### src/hdl/sgf_pkg.sv
// Shared constants, register indexes and interface structs for the gain/fade unit.
package sgf_pkg;

  localparam int SAMPLE_BITS_DEF = 16;
  localparam int FADE_BITS_DEF   = 24;
  localparam int GAIN_W          = 16;
  localparam int REG_IDX_W       = 3;

  localparam logic [GAIN_W-1:0] GAIN_UNITY = 16'h8000;
  localparam logic [1:0]        CH_MONO    = 2'd1;

  localparam logic [REG_IDX_W-1:0] REG_STREAM_VOLUME  = 3'd0;
  localparam logic [REG_IDX_W-1:0] REG_MASTER_GAIN    = 3'd1;
  localparam logic [REG_IDX_W-1:0] REG_STREAM_MUTE    = 3'd2;
  localparam logic [REG_IDX_W-1:0] REG_ALL_MUTE       = 3'd3;
  localparam logic [REG_IDX_W-1:0] REG_FADE_DIRECTION = 3'd4;
  localparam logic [REG_IDX_W-1:0] REG_FADE_LENGTH    = 3'd5;
  localparam logic [REG_IDX_W-1:0] REG_CHANNEL_COUNT  = 3'd6;

  // controller -> datapath
  typedef struct packed {
    logic load;
    logic gain;
    logic prod;
    logic mul_lo;
    logic mul_hi;
    logic div_step;
    logic finish;
  } dp_cmd_t;

  // datapath -> controller
  typedef struct packed {
    logic out_free;
  } dp_status_t;

  // register file -> datapath, per-frame settings
  typedef struct packed {
    logic [GAIN_W-1:0] stream_gain;
    logic [GAIN_W-1:0] master_gain;
    logic              muted;
    logic              mono;
    logic              active_after;
  } frame_cfg_t;

endpackage

### src/hdl/sgf_ctrl.sv
// Sequencer that steps one frame through the datapath.
module sgf_ctrl #(
  parameter int SAMPLE_BITS = sgf_pkg::SAMPLE_BITS_DEF
) (
  input  logic                clk,
  input  logic                rst,
  input  logic                in_valid,
  output logic                in_ready,
  input  sgf_pkg::dp_status_t status,
  output sgf_pkg::dp_cmd_t    cmd
);
  import sgf_pkg::*;

  localparam int QB    = SAMPLE_BITS + 1;
  localparam int CNT_W = $clog2(QB);

  localparam logic [2:0] ST_IDLE   = 3'd0;
  localparam logic [2:0] ST_GAIN   = 3'd1;
  localparam logic [2:0] ST_PROD   = 3'd2;
  localparam logic [2:0] ST_MUL_LO = 3'd3;
  localparam logic [2:0] ST_MUL_HI = 3'd4;
  localparam logic [2:0] ST_DIV    = 3'd5;
  localparam logic [2:0] ST_DONE   = 3'd6;

  logic [2:0]       state;
  logic [2:0]       state_next;
  logic [CNT_W-1:0] count;

  always_comb begin
    in_ready     = (state == ST_IDLE);
    cmd.load     = (state == ST_IDLE) && in_valid;
    cmd.gain     = (state == ST_GAIN);
    cmd.prod     = (state == ST_PROD);
    cmd.mul_lo   = (state == ST_MUL_LO);
    cmd.mul_hi   = (state == ST_MUL_HI);
    cmd.div_step = (state == ST_DIV);
    cmd.finish   = (state == ST_DONE) && status.out_free;

    state_next = state;
    unique case (state)
      ST_IDLE:   if (in_valid) state_next = ST_GAIN;
      ST_GAIN:   state_next = ST_PROD;
      ST_PROD:   state_next = ST_MUL_LO;
      ST_MUL_LO: state_next = ST_MUL_HI;
      ST_MUL_HI: state_next = ST_DIV;
      ST_DIV:    if (count == '0) state_next = ST_DONE;
      ST_DONE:   if (status.out_free) state_next = ST_IDLE;
      default:   state_next = ST_IDLE;
    endcase
  end

  always_ff @(posedge clk) begin
    if (rst) begin
      state <= ST_IDLE;
      count <= '0;
    end else begin
      state <= state_next;
      if (state == ST_MUL_HI) begin
        count <= CNT_W'(QB - 1);
      end else if (state == ST_DIV) begin
        count <= count - CNT_W'(1);
      end
    end
  end

endmodule

### config.mk
export PLATFORM = sky130hd
export DESIGN_NAME = sgf_ctrl
export DESIGN_NICKNAME = d
export VERILOG_FILES = /design/src/hdl/sgf_pkg.sv /design/src/hdl/sgf_ctrl.sv
export SDC_FILE = /design/constraint.sdc
export NUM_CORES = 1
export LEC_CHECK = 0
export ABC_AREA = 0
export BUFFER_PORTS_ARGS = -buffer_cell sky130_fd_sc_hd__buf_2
export CAP_MARGIN = 20
export CORE_AREA = 2 2 39 41
export DETAILED_ROUTE_END_ITERATION = 10
export DIE_AREA = 0 0 41 43
export GPL_ROUTABILITY_DRIVEN = 0
export GPL_TIMING_DRIVEN = 0
export PLACE_DENSITY_LB_ADDON = 0.25
export SETUP_SLACK_MARGIN = 0.05
export SLEW_MARGIN = 0
export SYNTH_ARGS = -nofsm -noshare
export SYNTH_HDL_FRONTEND = slang
export SYNTH_SLANG_ARGS = --single-unit
### constraint.sdc
create_clock -name clk -period 1.8 [get_ports clk]
set_input_delay 0.36 -clock clk [delete_from_list [all_inputs] [get_ports clk]]
set_output_delay 0.36 -clock clk [all_outputs]
set_load 0.02 [all_outputs]
==> run metrics <==
Die W=slightly above 40 um; FFs w/ async S/R, synth=0%; top_reg_cell synth=dfxtp_1; CP required=between 1000 and 1500 ps; Final ANT Viol Nets=0; Startpoint Class=flip-flop; Critical Path AT=approximately 1200 ps; Total Neg Setup Slack=0 ps; top-area cell type share of the netlist area=around a third; Syn Nets=60; Inserted Clock Buffers=3; DRC Markers=0; Total GRT Usage=approximately 14%; first-pass iteration count of the detailed router=4; Sw Share=between 30% and 40%; vias in the first global route=just under 400; P_leak=0.265 nW; Hold WC Path Type=in2reg; Hold Fails Final Rpt=0; Worst-path clk slew=around 50 ps; share of cells above drive strength 1=33.3%; Mapped Cells=55; max-slew violations=0; # IOs=12; first-pass GRT wire length=1640 um; Core ar.=~1400 sq um; drt initial violations=19; maximum clock frequency=approximately 630 MHz; Post-synth EDFFs=0; initial antenna violation count=0; cells on worst reg2reg path=5; Worst VDD drop=0.000323 V; Yosys warning total=0; Tmin final=between 1500 and 2000 ps; # clock sinks=8; number of diodes=0; Slew HR=between 80 and 90%; DP HPWL=just over 700 um; Logic pwr share=30.6%; Crit Path Category=reg2out; Initial Util=34.6%; Max Root-Sink Buffers=2; Final WS setup=223 ps; Power Internal=0.334 mW; crit path to=cmd[4]; Post-CTS Hold Buffers=0; unrepaired setup endpoints after global routing=no; Clock Power Share=between 20 and 30%; Yosys reg bits=8; status=completed; Vias=~430; final worst-path cycle share=87.6%; Routed WL=between 900 and 1000 um; routed len/inst=10.7 um; sequential fraction of the synthesis area=33.4%; largest net degree at the start of global routing=11; reg-to-reg startpoint=count[0]; kind of end point of the critical path=output pin; Die Area=approximately 1800 sq um; fin area=roughly 580 sq um; vias per cell=slightly above 5; CP Max Fanout=10; Pwr Density=around 840 nW/um^2; GRT Residual Overflow=0; sequential share of power=a little over two fifths; Clk Latency, worst-skew pair=between 200 and 300 ps; Post-CTS Setup Inserts=0; pre-CTS setup slack=between 300 and 400 ps; final setup fails=0; Finished Core Util=between 40% and 50%; Root Buffer=clkbuf_4; CP Launch Point=state[1]; Max Cap Violations=0; Yosys cell types=28; syn avg cell area=8.71 sq um; Syn-to-layout area delta=21.4%; Chip Height=about 43 um; Layout Skew=3.54 ps; P_sw=about 0.15 mW; area leader, netlist=dfxtp_1; fillers=137; ranking of synthesized cells by area=dfxtp_1 33%, buf_6 7.0%, a21oi_1 6.3%; FF-to-FF setup slack=around 320 ps; placed cell area=about 550 sq um; Least-Margin Pin Slew=about 250 ps; H-tree Lvls=1; Cell Area, Synth=around 480 sq um; IO buf count=11; Reg-to-Reg End=state[1]; final net count=76; CTS tree=yes; Rows=14
[worst min-delay path by stage]
| stage | startpoint | to | cells past startpoint |
|---|---|---|---|
| after floorplan | rst | count[0] | 1 |
| after global placement | count[0] | count[0] | 2 |
| after detailed placement | count[0] | count[0] | 2 |
| after CTS | rst | state[1] | 2 |
| after global routing | rst | state[1] | 2 |
| final | rst | count[0] | 2 |
[cell usage in the layout, fill, tap and decap left out]
| cell type | count |
|---|---|
| nand4b_1 | 1 |
| nor3b_1 | 3 |
| o21ai_0 | 2 |
| buf_6 | 3 |
| o311a_1 | 1 |
| clkbuf_4 | 3 |
| and4b_1 | 1 |
| nor3_1 | 1 |
| a211oi_1 | 1 |
| and2_1 | 1 |
| nand2_1 | 3 |
| a41oi_1 | 1 |
| nor3_2 | 2 |
| or3_1 | 2 |
| nand3b_1 | 1 |
| nor2_1 | 5 |
| buf_2 | 11 |
| ha_1 | 1 |
| a21oi_1 | 6 |
| or3b_4 | 1 |
| or2_2 | 1 |
| o21a_1 | 1 |
| o21ba_2 | 1 |
| xor2_1 | 1 |
| inv_1 | 3 |
| dfxtp_1 | 8 |
| nand2b_1 | 1 |
| xnor2_1 | 1 |
| o211a_1 | 1 |
| or2b_2 | 1 |
[metrics by stage]
stage                     instances  hold WS (ps)  power, mW
after floorplan                  55           429      0.316
after global routing             85           364      0.518
after global placement           82           460      0.354
after detailed placement         82           459      0.355
after CTS                        85           356      0.492
final                            85           360      0.489
[power by group through the flow]
stage | registers [mW] | logic, mW | clock network, mW
floorplan | 0.204 | 0.112 | 0
global placement | 0.208 | 0.147 | 0
detailed placement | 0.207 | 0.148 | 0
CTS | 0.203 | 0.148 | 0.141
global route | 0.207 | 0.164 | 0.148
finish | 0.204 | 0.149 | 0.135
[worst max-delay path: stages (launching register included)]
cell     delay (ps)
dfxtp_1         420
buf_6           170
nor3b_1         180
buf_2           190
[final cells by class]
cell class | count | area, sq um | share of cell area, %
multi-input cells | 41 | 279 | 48.0
flip-flops and latches | 8 | 160 | 27.5
repair buffers | 11 | 55.1 | 9.46
plain buffers | 3 | 33.8 | 5.81
clock buffers | 3 | 22.5 | 3.87
well taps | 16 | 20.0 | 3.44
inverters | 3 | 11.3 | 1.94
[Yosys cell counts (all sizes together) (2+ instances only)]
library cell  count
a21oi             6
dfxtp             8
nor3b             3
nor3              3
o21ai             2
or3               2
nand2             3
nor2              5
inv               3
buf               3
[kinds of logic (layout without fill, tap and decap cells)]
logic type      after synthesis  after routing  synth area share, %
buf+inv                       6             20                 9.40
fa+ha+maj                     1              1                 2.61
compound gates               14             14                 19.6
xor+xnor                      2              2                 3.66
flops                         8              8                 33.4
simple gates                 24             24                 31.3
[repair_timing]
item	in CTS	in global routing
gates resized for setup	0	1
hold endpoints to repair	0	0
setup endpoints to repair	0	1
[flip-flops by register name, indices dropped and copies added (netlist names)]
| name | cells |
|---|---|
| count | 5 |
| state | 3 |
[layer usage]
layer / share of wire, % / track usage (%) / vias to the layer above
li1: - / - / 226
met1: 45 / 16.6 / 193
met2: 50 / 20.6 / 5
met3: 2.4 / 4.71 / 4
met4: 1.8 / 10.0 / 0
met5: 0 / 0 / -
Power figures use the tool's default switching activity.
