--- config.mk ---
export PLATFORM = sky130hd
export DESIGN_NAME = sgf_regs
export DESIGN_NICKNAME = d
export VERILOG_FILES = /design/src/hdl/sgf_pkg.sv /design/src/hdl/sgf_regs.sv
export SDC_FILE = /design/constraint.sdc
export NUM_CORES = 1
export LEC_CHECK = 0
export ABC_AREA = 1
export BUFFER_PORTS_ARGS = -buffer_cell sky130_fd_sc_hd__buf_2
export CAP_MARGIN = 20
export CORE_AREA = 5 5 124 115
export DETAILED_ROUTE_END_ITERATION = 10
export DIE_AREA = 0 0 129 120
export PLACE_DENSITY_LB_ADDON = 0.08
export SLEW_MARGIN = 15
export SYNTH_ARGS = -nofsm -noshare
export SYNTH_HDL_FRONTEND = slang
export SYNTH_SLANG_ARGS = --single-unit
--- constraint.sdc ---
create_clock -name clk -period 6 [get_ports clk]
set_clock_uncertainty 0.05 [all_clocks]
set_input_delay 0.3 -clock clk [delete_from_list [all_inputs] [get_ports clk]]
set_output_delay 0.3 -clock clk [all_outputs]
set_load 0.02 [all_outputs]
--- src/hdl/sgf_pkg.sv ---
// Shared constants, register indexes and interface structs for the gain/fade unit.
package sgf_pkg;

  localparam int SAMPLE_BITS_DEF = 16;
  localparam int FADE_BITS_DEF   = 24;
  localparam int GAIN_W          = 16;
  localparam int REG_IDX_W       = 3;

  localparam logic [GAIN_W-1:0] GAIN_UNITY = 16'h8000;
  localparam logic [1:0]        CH_MONO    = 2'd1;

  localparam logic [REG_IDX_W-1:0] REG_STREAM_VOLUME  = 3'd0;
  localparam logic [REG_IDX_W-1:0] REG_MASTER_GAIN    = 3'd1;
  localparam logic [REG_IDX_W-1:0] REG_STREAM_MUTE    = 3'd2;
  localparam logic [REG_IDX_W-1:0] REG_ALL_MUTE       = 3'd3;
  localparam logic [REG_IDX_W-1:0] REG_FADE_DIRECTION = 3'd4;
  localparam logic [REG_IDX_W-1:0] REG_FADE_LENGTH    = 3'd5;
  localparam logic [REG_IDX_W-1:0] REG_CHANNEL_COUNT  = 3'd6;

  // controller -> datapath
  typedef struct packed {
    logic load;
    logic gain;
    logic prod;
    logic mul_lo;
    logic mul_hi;
    logic div_step;
    logic finish;
  } dp_cmd_t;

  // datapath -> controller
  typedef struct packed {
    logic out_free;
  } dp_status_t;

  // register file -> datapath, per-frame settings
  typedef struct packed {
    logic [GAIN_W-1:0] stream_gain;
    logic [GAIN_W-1:0] master_gain;
    logic              muted;
    logic              mono;
    logic              active_after;
  } frame_cfg_t;

endpackage

--- src/hdl/sgf_regs.sv ---
// Configuration registers and fade position state.
module sgf_regs #(
  parameter int FADE_BITS = sgf_pkg::FADE_BITS_DEF,
  parameter int CFG_W     = (FADE_BITS > sgf_pkg::GAIN_W) ? FADE_BITS : sgf_pkg::GAIN_W
) (
  input  logic                         clk,
  input  logic                         rst,
  input  logic                         cfg_write,
  input  logic [sgf_pkg::REG_IDX_W-1:0] cfg_index,
  input  logic [CFG_W-1:0]             cfg_data,
  input  logic                         frame_done,
  output sgf_pkg::frame_cfg_t          fcfg,
  output logic [FADE_BITS-1:0]         fade_num,
  output logic [FADE_BITS-1:0]         fade_den
);
  import sgf_pkg::*;

  logic [GAIN_W-1:0]    stream_volume;
  logic [GAIN_W-1:0]    master_gain;
  logic                 stream_mute;
  logic                 all_mute;
  logic                 fade_direction;
  logic [FADE_BITS-1:0] fade_length;
  logic [1:0]           channel_count;
  logic [FADE_BITS-1:0] fade_position;
  logic                 fade_active;
  logic                 faded_out;

  logic                 muted;
  logic                 fading;
  logic                 fade_end;
  logic [FADE_BITS-1:0] pos_inc;
  logic [FADE_BITS-1:0] pos_clamp;
  logic [GAIN_W-1:0]    wr_gain;

  always_comb begin
    muted     = stream_mute | all_mute;
    pos_inc   = fade_position + FADE_BITS'(1);
    fade_end  = (fade_length == '0) || (pos_inc >= fade_length);
    fading    = fade_active && (fade_length != '0);
    pos_clamp = (fade_position > fade_length) ? fade_length : fade_position;
    // no fade is the same as num/den = 1/1
    if (fading) begin
      fade_num = fade_direction ? pos_clamp : (fade_length - pos_clamp);
      fade_den = fade_length;
    end else begin
      fade_num = FADE_BITS'(1);
      fade_den = FADE_BITS'(1);
    end
    wr_gain = (cfg_data[GAIN_W-1:0] > GAIN_UNITY) ? GAIN_UNITY : cfg_data[GAIN_W-1:0];

    fcfg.stream_gain  = faded_out ? '0 : stream_volume;
    fcfg.master_gain  = master_gain;
    fcfg.muted        = muted;
    fcfg.mono         = (channel_count == CH_MONO);
    fcfg.active_after = fade_active && (muted || !fade_end);
  end

  always_ff @(posedge clk) begin
    if (rst) begin
      stream_volume  <= GAIN_UNITY;
      master_gain    <= GAIN_UNITY;
      stream_mute    <= 1'b0;
      all_mute       <= 1'b0;
      fade_direction <= 1'b0;
      fade_length    <= '0;
      channel_count  <= 2'd2;
      fade_position  <= '0;
      fade_active    <= 1'b0;
      faded_out      <= 1'b0;
    end else begin
      if (frame_done && !muted && fade_active) begin
        fade_position <= pos_inc;
        if (fade_end) begin
          fade_active <= 1'b0;
          if (!fade_direction) begin
            faded_out <= 1'b1;
          end
        end
      end
      if (cfg_write) begin
        unique case (cfg_index)
          REG_STREAM_VOLUME: begin
            stream_volume <= cfg_data[GAIN_W-1:0];
            fade_active   <= 1'b0;
            faded_out     <= 1'b0;
          end
          REG_MASTER_GAIN: begin
            master_gain <= wr_gain;
          end
          REG_STREAM_MUTE: begin
            stream_mute <= cfg_data[0];
            fade_active <= 1'b0;
          end
          REG_ALL_MUTE: begin
            all_mute <= cfg_data[0];
          end
          REG_FADE_DIRECTION: begin
            fade_direction <= cfg_data[0];
          end
          REG_FADE_LENGTH: begin
            fade_length   <= cfg_data[FADE_BITS-1:0];
            fade_position <= '0;
            fade_active   <= (cfg_data[FADE_BITS-1:0] != '0);
          end
          REG_CHANNEL_COUNT: begin
            channel_count <= cfg_data[1:0];
          end
          default: begin
          end
        endcase
      end
    end
  end

endmodule

==> flow_summary.json <==
{
  "wl_um": 23890,
  "insertion_delay_ns": 0.36,
  "die_area_um2": 15480,
  "reg2reg_from": "fade_position[0]",
  "hp-start": "cfg_data[3]",
  "drc": 0,
  "cts_resized": 0,
  "io_buffers": 113,
  "tritoncts": "done",
  "ys_ff_latch": 87,
  "crit_path_end_kind": "output pin",
  "post_cts_buffers": 0,
  "finalNetCount": 1419,
  "period_share_pct": 83.57,
  "hold_violations": 0,
  "arrival_ns": 4.66,
  "max-slew-margin-rel_pct": 40.20,
  "core_um2": 12910,
  "syn_nets": 1330,
  "slew_violations": 0,
  "netlist_area_um2": 7518,
  "cts_made_buffers": 9,
  "viasPerCell": 5.564,
  "setup_viol": 0,
  "holdPathEnd": "master_gain[3]",
  "worst-setup-path-type": "reg -> out",
  "numClockSinks": 87,
  "maxCapViolations": 0,
  "max_freq_mhz": 199.4,
  "cp.required_ns": 5.65,
  "grt_first_pass_wirelength_um": 37770,
  "worstPathMaxFanout": 35,
  "peakVddDrop_mv": 0.2061,
  "synth_edf_count": 0,
  "min_path_type": "in -> reg",
  "tns_ns": 0,
  "synthFlopType": "dfxtp_1",
  "ys_types": 43,
  "min_period_ns": 5.014,
  "drt_first_pass_iters": 5,
  "run_status": "complete, no violations",
  "r2r-end": "fade_active",
  "diodes": 0,
  "ys_seq_area_share_pct": 23.17,
  "async_flop_share_pct": 0,
  "reg2reg_depth": 20,
  "layout_common_cells": "nand2_1, inv_1, nor2_1",
  "synth_area_per_cell_um2": 6.133,
  "layout.cells.most_common": "nand2_1",
  "drive_above_1_share_pct": 12.95,
  "critPathSlowestCell": "nand2_4",
  "htree_levels": 3,
  "start_kind": "flip-flop",
  "clk_path_buf_depth": 2,
  "finalPower_mw": 2.212,
  "clkTransAtPathRegs_ns": 0.07,
  "p_per_area_nw_per_um2": 260.8,
  "rsz0062_at_grt": "false",
  "gp_congestion": 0.9730,
  "crit_path_frequent_cell": "nand2_1",
  "antenna_found_initial": 0,
  "yosysWarnings": 0,
  "placed_cells": 1472,
  "r2r_slack_ns": 2.81,
  "avgRoutedWirePerCell_um": 16.05,
  "cp_slowest_stage_delay_ns": 0.48,
  "worst_slew_pin_slew_ns": 0.8915,
  "final_cells": 1488,
  "die_w_um": 129,
  "ioPinCount": 114,
  "grt_overflow_total": 0,
  "grt_max_degree": 60,
  "hold_depth": 3,
  "vias": 8279,
  "syn_inst": 1226,
  "initialDrtViolationCount": 747,
  "postCtsHoldBufs": 0,
  "grt_pass1_vias": 7536,
  "root_buffer": "clkbuf_16",
  "rows": 40,
  "grt.total_usage_pct": 30.56,
  "postRouteAntennaNets": 0,
  "syn_to_final_growth_pct": 12.81,
  "place.detailed.hpwl_um": 18660,
  "die-height_um": 120,
  "p_leak_nw": 4.596,
  "initial_utilization_pct": 58.23
}
==> flip-flops by register name, indices dropped and copies added (netlist names) <==
| name | flops |
|---|---|
| fade_direction | 1 |
| stream_mute | 1 |
| fade_length | 24 |
| fade_active | 1 |
| faded_out | 1 |
| all_mute | 1 |
| fade_position | 24 |
| stream_volume | 16 |
| master_gain | 16 |
| channel_count | 2 |
==> area by class of cell <==
type                            instances  area [um^2]
Inverter                              193        724.4
Fill cell                            1250         4431
Clock inverter                          7        113.9
Clock buffer                            9        225.2
Sequential cell                        87         1742
Tap cell                              168        210.2
Timing Repair Buffer                  118        603.1
Multi-Input combinational cell        906         4863
==> critical path: cells and delay by family (launching register included) <==
family                   cells  cell delay [ns]
adder cells (fa/ha/maj)      3             0.98
AND/OR/NAND/NOR             16             1.94
AO/OA/AOI/OAI                3             0.54
flip-flops                   1             0.43
buffers and inverters        3             0.39
==> routing by layer <==
layer	global-route usage, %	up-vias	part of all wire (%)
met1	41.08	3708	44
li1	-	4144	-
met4	12.07	0	3.6
met2	47.28	362	43
met5	0	-	0
met3	6.943	65	8.8
==> per-stage QoR <==
step	setup slack [ns]	hold WS (ns)	utilization (%)	instance area [um^2]
final	0.9860	0.1447	65.69	8482
after global routing	0.6578	0.1372	65.69	8482
after CTS	1.106	0.1360	65.67	8479
after detailed placement	1.497	0.3941	63.04	8140
after global placement	1.590	0.3905	63.04	8140
after floorplan	2.309	0.3191	-	7518
==> where the power goes <==
group          switching, mW  internal (mW)
clock network          0.271          0.375
registers             0.0177          0.595
logic                  0.650          0.303
total                  0.938           1.27
==> how the worst max path moves through the flow <==
| stage | from | endpoint | slack (ns) | depth (start not counted) |
|---|---|---|---|---|
| floorplan | fade_length[15] | fade_num[16] | 2.31 | 25 |
| global placement | fade_length[15] | fade_num[16] | 1.59 | 25 |
| detailed placement | fade_length[15] | fade_num[16] | 1.50 | 25 |
| CTS | fade_length[15] | fade_num[16] | 1.11 | 25 |
| global route | fade_length[1] | fade_num[16] | 0.66 | 28 |
| finish | fade_length[15] | fade_num[16] | 0.99 | 25 |
==> logic make-up after synthesis <==
kind of cell,synth area share [%]
and+or+nand+nor,32.13
AOI/OAI and AO/OA,18.29
buffers and inverters,12.18
DFF,23.17
adders and majority gates,12.25
xor gates and xnor gates,1.980
==> cell usage after synthesis, types with 2 or more instances <==
cell type / n / area share (%)
o21ai_0: 90 / 6.0
or2_2: 7 / 0.58
nor4_1: 4 / 0.33
nor2_4: 3 / 0.45
nand2_2: 2 / 0.17
and2_1: 13 / 1.1
a21oi_1: 129 / 8.6
nor2_1: 142 / 7.1
a211oi_1: 3 / 0.30
o21ai_2: 12 / 1.4
nand3_2: 5 / 0.67
nor2_2: 2 / 0.17
xor2_1: 17 / 2.0
nand2_1: 268 / 13
clkbuf_1: 26 / 1.3
nand3_1: 73 / 4.9
o21bai_1: 4 / 0.40
o21ai_1: 2 / 0.13
buf_2: 9 / 0.60
dfxtp_1: 87 / 23
inv_1: 190 / 9.5
nand3b_1: 2 / 0.20
o211ai_1: 2 / 0.20
o31ai_1: 3 / 0.30
nand4_1: 21 / 1.7
ha_1: 72 / 12
a31oi_1: 2 / 0.17
nor3_1: 17 / 1.1
inv_2: 2 / 0.10
buf_6: 2 / 0.30
a21o_1: 3 / 0.30
Power figures use the tool's default switching activity.
